**src/rtl/double_hash_table_insert_find_macros.svh**
```systemverilog
// Assertion macros for the double hash table block.
// The asserting module provides clock and reset.
`ifndef DOUBLE_HASH_TABLE_INSERT_FIND_MACROS_SVH
`define DOUBLE_HASH_TABLE_INSERT_FIND_MACROS_SVH
`ifndef ASSERT_OFF
`define DHTIF_ASSERT_NEVER(label, cond, msg) \
   label: assert property (@(posedge clock) disable iff (reset) !(cond)) else $error(msg);
`define DHTIF_ASSERT_IMPLIES(label, ante, cons, msg) \
   label: assert property (@(posedge clock) disable iff (reset) (ante) |-> (cons)) \
      else $error(msg);
`else
`define DHTIF_ASSERT_NEVER(label, cond, msg)
`define DHTIF_ASSERT_IMPLIES(label, ante, cons, msg)
`endif
`endif

```
**src/rtl/dhtif_pkg.sv**
```systemverilog
// Shared constants, codes and controller/datapath interface types.
package dhtif_pkg;

   localparam int MAX_SLOTS    = 1024;
   localparam int SLOT_BITS    = $clog2(MAX_SLOTS);
   localparam int SIZE_BITS    = SLOT_BITS + 1;
   localparam int KEY_BITS     = 32;
   localparam int RECORD_BITS  = 16;
   localparam int KEY_CNT_BITS = $clog2(KEY_BITS);
   localparam int ENTRY_BITS   = 1 + KEY_BITS + RECORD_BITS;
   localparam int CSR_BITS     = 11;
   localparam int MIN_SIZE     = 3;
   localparam logic [CSR_BITS-1:0] CSR_RESET = 11'd1024;

   localparam int REQ_DATA_BITS = KEY_BITS + RECORD_BITS;
   localparam int RSP_DATA_BITS = 32;

   typedef enum logic [1:0] {
      ST_INSERTED  = 2'd0,
      ST_FOUND     = 2'd1,
      ST_NOT_FOUND = 2'd2,
      ST_FULL      = 2'd3
   } dhtif_status_type;

   localparam logic REQ_INSERT = 1'b0;
   localparam logic REQ_FIND   = 1'b1;

   typedef struct packed {
      logic clear_step;
      logic start;
      logic mod_step;
      logic probe_load;
      logic mem_read;
      logic mem_write;
      logic probe_adv;
      logic out_load;
   } dhtif_cmd_type;

   typedef struct packed {
      logic clear_last;
      logic mod_last;
      logic is_find;
      logic slot_valid;
      logic key_match;
      logic probe_last;
      logic out_free;
   } dhtif_sts_type;

endpackage

```
**src/rtl/dhtif_ctrl.sv**
```systemverilog
// Controller: clearing pass, remainder sequencing, probe loop and result handoff.
module dhtif_ctrl import dhtif_pkg::*; (
   input  logic          clock,
   input  logic          reset,
   input  logic          req_tvalid,
   output logic          req_tready,
   input  dhtif_sts_type sts,
   output dhtif_cmd_type cmd
);

   typedef enum logic [2:0] {
      S_CLEAR,
      S_IDLE,
      S_MOD,
      S_LOAD,
      S_READ,
      S_CHECK,
      S_POST
   } state_type;

   state_type state_ff;
   state_type state_in;
   logic      done;

   assign done = (!sts.is_find && !sts.slot_valid)
              || (sts.is_find && (!sts.slot_valid || sts.key_match))
              || sts.probe_last;

   always_comb begin
      cmd      = '0;
      state_in = state_ff;
      unique case (state_ff)
         S_CLEAR: begin
            cmd.clear_step = 1'b1;
            if (sts.clear_last) begin
               state_in = S_IDLE;
            end
         end
         S_IDLE: begin
            if (req_tvalid) begin
               cmd.start = 1'b1;
               state_in  = S_MOD;
            end
         end
         S_MOD: begin
            cmd.mod_step = 1'b1;
            if (sts.mod_last) begin
               state_in = S_LOAD;
            end
         end
         S_LOAD: begin
            cmd.probe_load = 1'b1;
            state_in       = S_READ;
         end
         S_READ: begin
            cmd.mem_read = 1'b1;
            state_in     = S_CHECK;
         end
         S_CHECK: begin
            cmd.mem_write = !sts.is_find && !sts.slot_valid;
            if (done) begin
               state_in = S_POST;
            end else begin
               cmd.probe_adv = 1'b1;
               state_in      = S_READ;
            end
         end
         S_POST: begin
            if (sts.out_free) begin
               cmd.out_load = 1'b1;
               state_in     = S_IDLE;
            end
         end
         default: state_in = S_IDLE;
      endcase
   end

   always_ff @(posedge clock) begin
      if (reset) begin
         state_ff <= S_CLEAR;
      end else begin
         state_ff <= state_in;
      end
   end

   assign req_tready = (state_ff == S_IDLE);

endmodule

```
**config.mk**
```make
export PLATFORM = sky130hd
export DESIGN_NAME = dhtif_ctrl
export DESIGN_NICKNAME = d
export VERILOG_FILES = /design/src/rtl/double_hash_table_insert_find_macros.svh /design/src/rtl/dhtif_pkg.sv /design/src/rtl/dhtif_ctrl.sv
export SDC_FILE = /design/constraint.sdc
export NUM_CORES = 1
export LEC_CHECK = 0
export BUFFER_PORTS_ARGS = -buffer_cell sky130_fd_sc_hd__clkbuf_2
export CAP_MARGIN = 20
export CORE_AREA = 2 2 39 41
export CTS_CLUSTER_DIAMETER = 80
export DETAILED_ROUTE_END_ITERATION = 7
export DIE_AREA = 0 0 41 43
export PLACE_DENSITY = 0.51
export SETUP_SLACK_MARGIN = 0.15
export SLEW_MARGIN = 10
export SYNTH_ARGS = -nofsm -noshare
export SYNTH_HDL_FRONTEND = slang
export SYNTH_SLANG_ARGS = --single-unit
```
**constraint.sdc**
```tcl
create_clock -name clock -period 1.15 [get_ports clock]
set_input_delay 0.115 -clock clock [delete_from_list [all_inputs] [get_ports clock]]
set_output_delay 0.115 -clock clock [all_outputs]
set_load 0.03 [all_outputs]
```
Yosys cells after proc, flatten, opt, wreduce, memory -nomap -nowiden
Index checks and enable logic that the tools add are counted.
- bits in registers: 3
- input bits: 10
- output and inout bits: 9
- logic and storage cells: 36
- equal/unequal tests: 10
- muxes and demuxes: 16
- reductions and logical operators: 9
- operators by type and width (cell ; count):
    $pmux W3 S7 ; 1
    $mux W3 ; 4
    $eq A3 B3 Y1 const B ; 3
    $mux W1 ; 9
    $ne A2 B2 Y1 const B ; 4
    $eq A3 B2 Y1 const B ; 2
    $mux W2 ; 2
    $reduce_and A4 Y1 ; 1
    $eq A3 B1 Y1 const B ; 1
    $logic_not A3 Y1 ; 1
    $logic_or A1 B1 Y1 ; 3
    $logic_and A1 B1 Y1 ; 2
    $logic_not A1 Y1 ; 2

Longest topological paths before layout
Gate-level depths: netlist of the first run.
- depth in word-level cells: 7
- depth in mapped cells: 5
- mapped depth without buffers: 4

Worst setup path after synthesis of the first run
Ideal clock, no wire load.
- kind: register -> output
- from: register state_ff[1]
- to: output port cmd[2] (netlist name)
- arrival time: 1.563 ns
- data required time: 1.035 ns
- slack: -0.528 ns
- stages on the path, launching flop included: 3
- buffers on the path: 0
- cells stage by stage: dfxtp_1 > nand2b_4 > nor4b_1
- RTL lines (what ; RTL line ; text):
    from (decl) ; dhtif_ctrl.sv:21 ; state_type state_ff;
    from (signal assigned) ; dhtif_ctrl.sv:82 ; state_ff <= state_in;
    to (decl) ; dhtif_ctrl.sv:8 ; output dhtif_cmd_type cmd

==> flow_metrics.env, run 1 <==
export IMPL_cap_violations=0
export IMPL_num_vias=395
export IMPL_area_growth_syn_to_layout_pct=188.7
export IMPL_clk_pin_slew_worst_paths_ps=50
export IMPL_ctsHoldBuffers=0
export IMPL_drt_iter0_markers=5
export IMPL_yosysMostFrequentCell="nor2_1"
export IMPL_clock_path_buffers=2
export IMPL_finalHoldViolCount=0
export IMPL_vias_per_cell=4.489
export IMPL_syn_area_per_cell_um2=7.579
export IMPL_fillerInstances=126
export IMPL_htreeDepth=1
export IMPL_worstSetupEndpointType="primary output"
export IMPL_peakVddDrop_mv=0.5530
export IMPL_grt_overflow_total=0
export IMPL_post_route_min_period_ps=1254
export IMPL_switching_power_w=0.0003164
export IMPL_nets=83
export IMPL_largest_register_ffs=3
export IMPL_tightestPinTransition_ps=235.0
export IMPL_antenna_found_initial=0
export IMPL_grt_pass1_vias=367
export IMPL_synth_edff_count=0
export IMPL_ys_flop_type="dfxtp_1"
export IMPL_dpl_hpwl_um=567.2
export IMPL_setup_slack_ps=-103.8
export IMPL_netlist_area_um2=265.3
export IMPL_cts_sinks=3
export IMPL_ios=19
export IMPL_maxSlewHeadroom_pct=84.30
export IMPL_ys_ff_latch=3
export IMPL_cts_root_buf="clkbuf_4"
export IMPL_cts_buffers=3
export IMPL_p_total_w=0.0008229
export IMPL_combPwrFrac_pct=58.1
export IMPL_globalplace_congestion=0.6822
export IMPL_core_area_um2=1384
export IMPL_totalWireLength_mm=1.001
export IMPL_critPathLaunchType="flip-flop"
export IMPL_synthTopCellsByCount="nor2_1, a21oi_1, dfxtp_1, nand2_1"
export IMPL_fin_skew_ps=6.658
export IMPL_cp_arrival_ps=1140
export IMPL_setup_viol=8
export IMPL_die_w_um=41
export IMPL_synthCells=35
export IMPL_portBuffers=18
export IMPL_drt_pass1_iter_count=4
export IMPL_grt_use_total_pct=13.54
export IMPL_synth_top_cell_by_area="dfxtp_1"
export IMPL_p_per_area_nw_per_um2=1075
export IMPL_yosysWarningCount=0
export IMPL_synth_cell_types=16
export IMPL_slew_violations=0
export IMPL_rows=14
export IMPL_swShare_pct=38.45
export IMPL_critPathMaxFanout=3
export IMPL_die_h_um=43
export IMPL_critPathRequiredTime_ps=1030
export IMPL_yosys_area_top_type_share_pct=22.64
export IMPL_grt_max_degree=7
export IMPL_grt_pass1_wl_mm=1.538
export IMPL_regMostFlops="state_ff"
export IMPL_ys_async_sr_fraction_pct=0
export IMPL_fin_crit_sh_pct=109.0
export IMPL_n_antenna_cell=0
export IMPL_clk_insertion_delay_late_ps=250
export IMPL_dp_slack_ps=62.44
export IMPL_rsz0062_at_grt="yes"
export IMPL_violations="negative setup slack"
export IMPL_leakage_nw=0.3395
export IMPL_placed_cells=71
export IMPL_hp_class="primary input to flip-flop"
export IMPL_power_frac_seq_pct=17.1
export IMPL_crit_type="flip-flop to primary output"
export IMPL_drc_errors=0
export IMPL_largest_registers="state_ff: 3 flops"
export IMPL_drive_above_1_share_pct=86.11
export IMPL_whs_ps=67.19
export IMPL_cts_tree="built"
export IMPL_placed_area_um2=441.7
export IMPL_fp_dieArea_um2=1763
export IMPL_fmax_mhz=797.6
export IMPL_yosysSeqAreaShare_pct=22.64
export IMPL_status="finished, violations left"
export IMPL_antenna_left=0
export IMPL_internal_power_w=0.0005065
export IMPL_synthTopCellsByArea="dfxtp_1, nor2_1, nand2b_4"
export IMPL_wire_per_inst_um=11.38
export IMPL_clockPowerShare_pct=24.7
export IMPL_fin_cells=88
export IMPL_fin_area_um2=765.7
export IMPL_initial_core_util_pct=19.17
export IMPL_syn_num_nets=45
[power by group through the flow]
stage	clock network (W)	logic (W)	registers, W
floorplan	0	0.000208	0.000139
global placement	0	0.000276	0.000143
detailed placement	0	0.000276	0.000144
CTS	0.000203	0.000423	0.000139
global route	0.000229	0.000504	0.000142
finish	0.000204	0.000478	0.000141
[per-layer routing]
metal | global-route usage [%] | share of wire [%] | vias to the layer above | wire length (um)
met4 | 10.00 | 1.5 | 0 | 15
met1 | 14.10 | 36 | 182 | 361
li1 | - | - | 197 | -
met2 | 21.88 | 57 | 14 | 572
met3 | 3.141 | 5.1 | 2 | 51
met5 | 0 | 0 | - | 0
[placed cells by master, fill, tap and decap left out]
master | Yosys | routed
nor2b_4 | 0 | 1
clkbuf_1 | 0 | 1
nor3_4 | 0 | 2
nor4_2 | 1 | 1
o21ai_2 | 0 | 1
dfxtp_4 | 0 | 2
and2_4 | 0 | 1
nor3b_1 | 2 | 1
nor3b_4 | 0 | 2
dfxtp_2 | 0 | 1
o22ai_1 | 1 | 1
nor2_2 | 0 | 1
buf_6 | 2 | 10
nand2_1 | 3 | 1
a21oi_2 | 0 | 3
nor4b_4 | 0 | 1
clkbuf_4 | 0 | 3
clkbuf_2 | 0 | 9
nand2_4 | 0 | 2
buf_8 | 0 | 5
clkbuf_8 | 0 | 4
nand4b_1 | 1 | 1
nand2b_4 | 2 | 2
buf_4 | 0 | 7
nor2_4 | 0 | 4
nor2_1 | 10 | 5
[stage by stage]
stage                     setup TNS, ps  util (%)
after detailed placement              0     31.92
after floorplan                       0         -
after global routing             -952.1     55.33
after global placement                0     31.92
final                            -424.2     55.33
after CTS                        -435.0     50.36
[worst paths after layout]
check	from	end	slack [ps]	depth (start not counted)
setup / recovery	state_ff[1]	cmd[2]	-100	3
hold reg to reg	state_ff[2]	state_ff[2]	710	3
hold / removal	reset	state_ff[2]	70	2
setup reg to reg	state_ff[0]	state_ff[0]	-10	6
[kinds of logic (layout without fill, tap and decap cells)]
kind of cell	after synthesis	count (layout)	synth area share, %
and+or+nand+nor	25	25	58.97
DFF	3	3	22.64
buffers and inverters	2	39	8.490
AOI/OAI and AO/OA	5	5	9.904
[critical path, cell delays in order, from the launching register on]
cell	delay (ps)
dfxtp_2	320
nand2b_4	160
nor4b_4	220
clkbuf_8	200
[layout make-up]
cell class | count | area, um^2 | area share (%)
sequential | 3 | 68.82 | 8.987
clock buffer | 4 | 26.28 | 3.431
tap | 16 | 20.02 | 2.614
multi-input combinational | 30 | 310.3 | 40.52
timing repair buffer | 35 | 340.3 | 44.44
[repair_timing]
action | CTS | global route
endpoints found under the setup margin | 12 | 12
buffers inserted | 9 | 4
pin swaps | 10 | 13
gates resized for setup | 40 | 14
Power figures use the tool's default switching activity.
==> run 2, diff against run 1 <==
--- a/config.mk
+++ b/config.mk
@@ -11,7 +11,7 @@
 export CTS_CLUSTER_DIAMETER = 80
 export DETAILED_ROUTE_END_ITERATION = 7
 export DIE_AREA = 0 0 41 43
-export PLACE_DENSITY = 0.51
+export PLACE_DENSITY = 0.53
 export SETUP_SLACK_MARGIN = 0.15
 export SLEW_MARGIN = 10
 export SYNTH_ARGS = -nofsm -noshare
==> constraint.sdc (replaced) <==
create_clock -name clock -period 1.07 [get_ports clock]
set_input_delay 0.107 -clock clock [delete_from_list [all_inputs] [get_ports clock]]
set_output_delay 0.107 -clock clock [all_outputs]
set_load 0.03 [all_outputs]
==> flow_metrics.env, run 2 (synthesis results as in run 1) <==
export IMPL_fin_area_um2=721.9
export IMPL_drt_pass1_iter_count=3
export IMPL_path_delay_family="simple AND/OR/NAND/NOR gates"
export IMPL_power_frac_seq_pct=18.8
export IMPL_regMostFlops="state_ff"
export IMPL_tightestPinTransition_ps=221.8
export IMPL_portBuffers=18
export IMPL_totalWireLength_um=886
export IMPL_area_growth_syn_to_layout_pct=172.2
export IMPL_initial_core_util_pct=19.17
export IMPL_cts_root_buf="clkbuf_4"
export IMPL_peakVddDrop_mv=0.6381
export IMPL_fp_dieArea_um2=1763
export IMPL_wire_per_inst_um=10.18
export IMPL_grt_use_total_pct=12.04
export IMPL_critPathMaxFanout=3
export IMPL_fin_crit_sh_pct=116.7
export IMPL_crit_path_end="cmd[2]"
export IMPL_placed_area_um2=476.7
export IMPL_crit_chain="nand2b_4, nor4b_4, clkbuf_8"
export IMPL_clk_insertion_delay_late_ps=230
export IMPL_rr_worst_depth=5
export IMPL_num_vias=377
export IMPL_drt_iter0_markers=1
export IMPL_critPathRequiredTime_ps=960
export IMPL_drive_above_1_share_pct=83.10
export IMPL_r2r_start="state_ff[2]"
export IMPL_violations="negative setup slack"
export IMPL_worstReg2RegEnd="state_ff[1]"
export IMPL_largest_register_ffs=3
export IMPL_rsz0062_at_grt="yes"
export IMPL_crit_cells=3
export IMPL_crit_type="flip-flop to primary output"
export IMPL_mostFrequentLayoutCells="buf_4, clkbuf_2, nor2_4, clkbuf_8, buf_6"
export IMPL_slowest_stage="dfxtp_4"
export IMPL_swShare_pct=36.41
export IMPL_ios=19
export IMPL_fin_skew_ps=4.777
export IMPL_antenna_found_initial=0
export IMPL_post_route_min_period_ps=1249
export IMPL_hp_class="primary input to flip-flop"
export IMPL_rows=14
export IMPL_clk_pin_slew_worst_paths_ps=30
export IMPL_clock_path_buffers=2
export IMPL_cap_violations=0
export IMPL_cts_sinks=3
export IMPL_worstSetupEndpointType="primary output"
export IMPL_max_stage_delay_ps=340
export IMPL_internal_power_w=0.0005136
export IMPL_finalHoldViolCount=0
export IMPL_cts_buffers=3
export IMPL_crit_start="state_ff[1]"
export IMPL_globalplace_congestion=0.6239
export IMPL_die_w_um=41
export IMPL_htreeDepth=1
export IMPL_core_area_um2=1384
export IMPL_setup_viol=11
export IMPL_fmax_mhz=800.5
export IMPL_combPwrFrac_pct=56.9
export IMPL_grt_overflow_total=0
export IMPL_vias_per_cell=4.333
export IMPL_final_util_pct=52.17
export IMPL_setup_slack_ps=-179.2
export IMPL_die_h_um=43
export IMPL_largest_registers="state_ff: 3 flops"
export IMPL_p_per_area_nw_per_um2=1119
export IMPL_fin_tns_setup_ps=-1039
export IMPL_cp_arrival_ps=1140
export IMPL_grt_pass1_wl_mm=1.455
export IMPL_grt_pass1_vias=371
export IMPL_clockPowerShare_pct=24.3
export IMPL_reg2reg_setup_slack_ps=-60
export IMPL_status="finished, violations left"
export IMPL_switching_power_w=0.0002940
export IMPL_ctsHoldBuffers=0
export IMPL_cts_tree="built"
export IMPL_dpl_hpwl_um=601.5
export IMPL_maxSlewHeadroom_pct=85.18
export IMPL_critPathLaunchType="flip-flop"
export IMPL_crit_buf_inv=1
export IMPL_n_antenna_cell=0
export IMPL_antenna_left=0
export IMPL_layout_commonest_cell="buf_4"
export IMPL_dp_slack_ps=-12.71
export IMPL_nets=82
export IMPL_grt_max_degree=7
export IMPL_drc_errors=0
export IMPL_leakage_nw=0.3100
export IMPL_slew_violations=0
## run 2: cell types whose count changed in the layout (fill, tap and decap cells not counted), moves of 2 or more
cell and delta:
a21oi_1 +2, a21oi_2 -2, buf_4 +4, buf_6 -5
## run 2: per-stage QoR
step	hold slack, ps	instances	total power [W]
final	73.53	87	0.0008076
after global routing	64.43	87	0.0008643
after CTS	67.80	87	0.0008117
after detailed placement	321.5	74	0.0004652
after global placement	316.8	74	0.0004627
after floorplan	169.7	35	0.0003798
## run 2: timing repair
action | in CTS | in global routing
endpoints found under the setup margin | 12 | 12
buffers inserted | 9 | 0
hold endpoints to repair | 0 | 0
pin swaps | 8 | 1
resized for setup | 36 | 6
## run 2: final cells by class
class                           instances  area [um^2]
Clock buffer                            4        26.28
Fill cell                             142        661.9
Multi-Input combinational cell         30        291.5
Sequential cell                         3        71.32
Tap cell                               16        20.02
Timing Repair Buffer                   34        312.8
## run 2: worst min-delay path by stage
stage | startpoint | end | cells after the start
2_1_floorplan | reset | state_ff[1] | 1
3_3_place_gp | reset | state_ff[1] | 2
3_5_place_dp | reset | state_ff[2] | 2
4_1_cts | reset | state_ff[2] | 2
5_1_grt | reset | state_ff[2] | 2
6_report | reset | state_ff[2] | 2
## run 2: power groups by stage
stage	logic, W	registers (W)	clock network, W
3_5_place_dp	0.000311	0.000155	0
5_1_grt	0.000489	0.000154	0.000222
3_3_place_gp	0.000309	0.000154	0
6_report	0.000460	0.000152	0.000196
4_1_cts	0.000452	0.000151	0.000208
2_1_floorplan	0.000230	0.000150	0
## run 2: metal layers
metal | GRT usage [%] | vias up | wire, um
met2 | 17.81 | 14 | 478
met4 | 2.000 | 0 | 0
met3 | 6.283 | 0 | 42
li1 | - | 195 | -
met5 | 0 | - | 0
met1 | 15.38 | 168 | 365
==> run 3, diff against run 2 <==
--- a/config.mk
+++ b/config.mk
@@ -5,13 +5,13 @@
 export SDC_FILE = /design/constraint.sdc
 export NUM_CORES = 1
 export LEC_CHECK = 0
-export BUFFER_PORTS_ARGS = -buffer_cell sky130_fd_sc_hd__clkbuf_2
 export CAP_MARGIN = 20
 export CORE_AREA = 2 2 39 41
 export CTS_CLUSTER_DIAMETER = 80
 export DETAILED_ROUTE_END_ITERATION = 7
 export DIE_AREA = 0 0 41 43
-export PLACE_DENSITY = 0.53
+export DONT_BUFFER_PORTS = 1
+export PLACE_DENSITY = 0.4
 export SETUP_SLACK_MARGIN = 0.15
 export SLEW_MARGIN = 10
 export SYNTH_ARGS = -nofsm -noshare
==> flow_metrics.env, run 3 (synthesis results as in run 1) <==
export IMPL_status="finished, violations left"
export IMPL_violations="negative setup slack"
export IMPL_r2r_start="state_ff[2]"
export IMPL_grt_pass1_vias=325
export IMPL_crit_type="flip-flop to primary output"
export IMPL_drive_above_1_share_pct=77.05
export IMPL_cap_violations=0
export IMPL_wl_met2_um=434
export IMPL_rsz0062_at_grt="yes"
export IMPL_cts_tree="built"
export IMPL_regMostFlops="state_ff"
export IMPL_fin_crit_sh_pct=116.9
export IMPL_grt_use_total_pct=10.42
export IMPL_vias_per_cell=4.519
export IMPL_post_route_min_period_ps=1251
export IMPL_critPathMaxFanout=4
export IMPL_antenna_found_initial=0
export IMPL_nets=72
export IMPL_die_w_um=41
export IMPL_globalplace_congestion=0.7379
export IMPL_fp_dieArea_um2=1763
export IMPL_maxSlewHeadroom_pct=82.51
export IMPL_num_vias=348
export IMPL_p_per_area_nw_per_um2=1181
export IMPL_drt_met1_wl_um=297
export IMPL_hp_start="sts[0]"
export IMPL_dpl_hpwl_um=535.3
export IMPL_drt_pass1_iter_count=2
export IMPL_dp_slack_ps=-3.535
export IMPL_fin_skew_ps=1.841
export IMPL_htreeDepth=1
export IMPL_cp_arrival_ps=1140
export IMPL_fin_cells=77
export IMPL_cts_root_buf="clkbuf_4"
export IMPL_core_area_um2=1384
export IMPL_clk_pin_slew_worst_paths_ps=40
export IMPL_top_layer_used="met4"
export IMPL_wl_met3_um=81
export IMPL_clock_path_buffers=2
export IMPL_crit_chain="nand2b_4, nor4b_4, buf_4"
export IMPL_max_stage_delay_ps=340
export IMPL_critPathRequiredTime_ps=960
export IMPL_ios=19
export IMPL_mostFrequentLayoutCells="buf_6, buf_4, nor2_1"
export IMPL_tightestPinTransition_ps=261.2
export IMPL_largest_registers="state_ff: 3 flops"
export IMPL_finalHoldViolCount=0
export IMPL_placed_cells=61
export IMPL_grt_overflow_total=0
export IMPL_min_path_cells=3
export IMPL_totalWireLength_um=824
export IMPL_critPathLaunchType="flip-flop"
export IMPL_wire_per_inst_um=10.70
export IMPL_setup_slack_ps=-180.5
export IMPL_leakage_nw=0.2599
export IMPL_layout_commonest_cell="buf_6"
export IMPL_whs_endpoint="state_ff[2]"
export IMPL_drt_iter0_markers=2
export IMPL_drc_errors=0
export IMPL_slowest_stage="dfxtp_4"
export IMPL_area_growth_syn_to_layout_pct=142.9
export IMPL_hp_class="primary input to flip-flop"
export IMPL_cts_buffers=3
export IMPL_reg2reg_setup_slack_ps=-20
export IMPL_rr_worst_depth=5
export IMPL_antenna_left=0
export IMPL_initial_core_util_pct=19.17
export IMPL_fmax_mhz=799.7
export IMPL_largest_register_ffs=3
export IMPL_portBuffers=0
export IMPL_slew_violations=0
export IMPL_grt_max_degree=11
export IMPL_rows=14
export IMPL_die_h_um=43
export IMPL_n_antenna_cell=0
export IMPL_clk_insertion_delay_late_ps=230
export IMPL_worstReg2RegEnd="state_ff[0]"
export IMPL_peakVddDrop_mv=0.5025
export IMPL_setup_viol=11
export IMPL_fin_tns_setup_ps=-1056
export IMPL_cts_sinks=3
export IMPL_worstSetupEndpointType="primary output"
export IMPL_grt_pass1_wl_mm=1.269
-- run 3: changes by cell type in the layout (fill, tap and decap cells not counted), sizes merged --
| cell | change |
|---|---|
| clkbuf | -14 |
| buf | +3 |
| dlygate4sd3 | +1 |
-- run 3: worst max-delay path by stage --
stage,start,to,slack (ps),cells past startpoint
floorplan,state_ff[1],cmd[6],-30,3
global placement,state_ff[2],state_ff[0],10,3
detailed placement,state_ff[0],cmd[2],-4,3
CTS,state_ff[1],cmd[2],-190,3
global route,state_ff[1],cmd[2],-230,3
finish,state_ff[1],cmd[2],-180,3
-- run 3: what timing repair did --
action,4_1_cts,5_1_grt
endpoints found under the setup margin,12,12
resized for setup,14,10
pin swaps,6,6
endpoints found under the hold margin,3,0
hold buffers,1,0
buffers inserted,8,3
-- run 3: worst max-delay path: cells and delay by family (launching register included) --
kind / cells / cell delay, ps
buffers and inverters: 1 / 190
AND/OR/NAND/NOR: 2 / 370
flip-flops: 1 / 340
-- run 3: routing by layer --
layer	GRT usage [%]	vias up
li1	-	173
met2	15.94	16
met3	2.094	2
met1	12.78	157
met4	6.000	0
met5	0	-
-- run 3: metrics by stage --
stage / utilization (%) / power, W / hold slack [ps] / cell area, um^2
2_1_floorplan: - / 0.0003798 / 169.7 / 336.6
3_3_place_gp: 32.46 / 0.0004520 / 173.3 / 449.2
3_5_place_dp: 32.46 / 0.0004565 / 173.8 / 449.2
4_1_cts: 42.68 / 0.0007260 / 177.1 / 590.6
5_1_grt: 46.56 / 0.0008031 / 168.6 / 644.4
6_report: 46.56 / 0.0007609 / 159.1 / 644.4
-- run 3: final cells by class --
cell class              count  area, um^2
fillers                   140       739.5
multi-input cells          30       277.8
repair buffers             24       249.0
flip-flops and latches      3       71.32
clock buffers               4       26.28
well taps                  16       20.02
-- run 3: power by group --
group          internal, W  leakage, nW  switching, W
Clock             0.000140       0.0150     0.0000551
Combinational     0.000213        0.218      0.000201
Sequential        0.000130       0.0267     0.0000231
Total             0.000482        0.260      0.000279
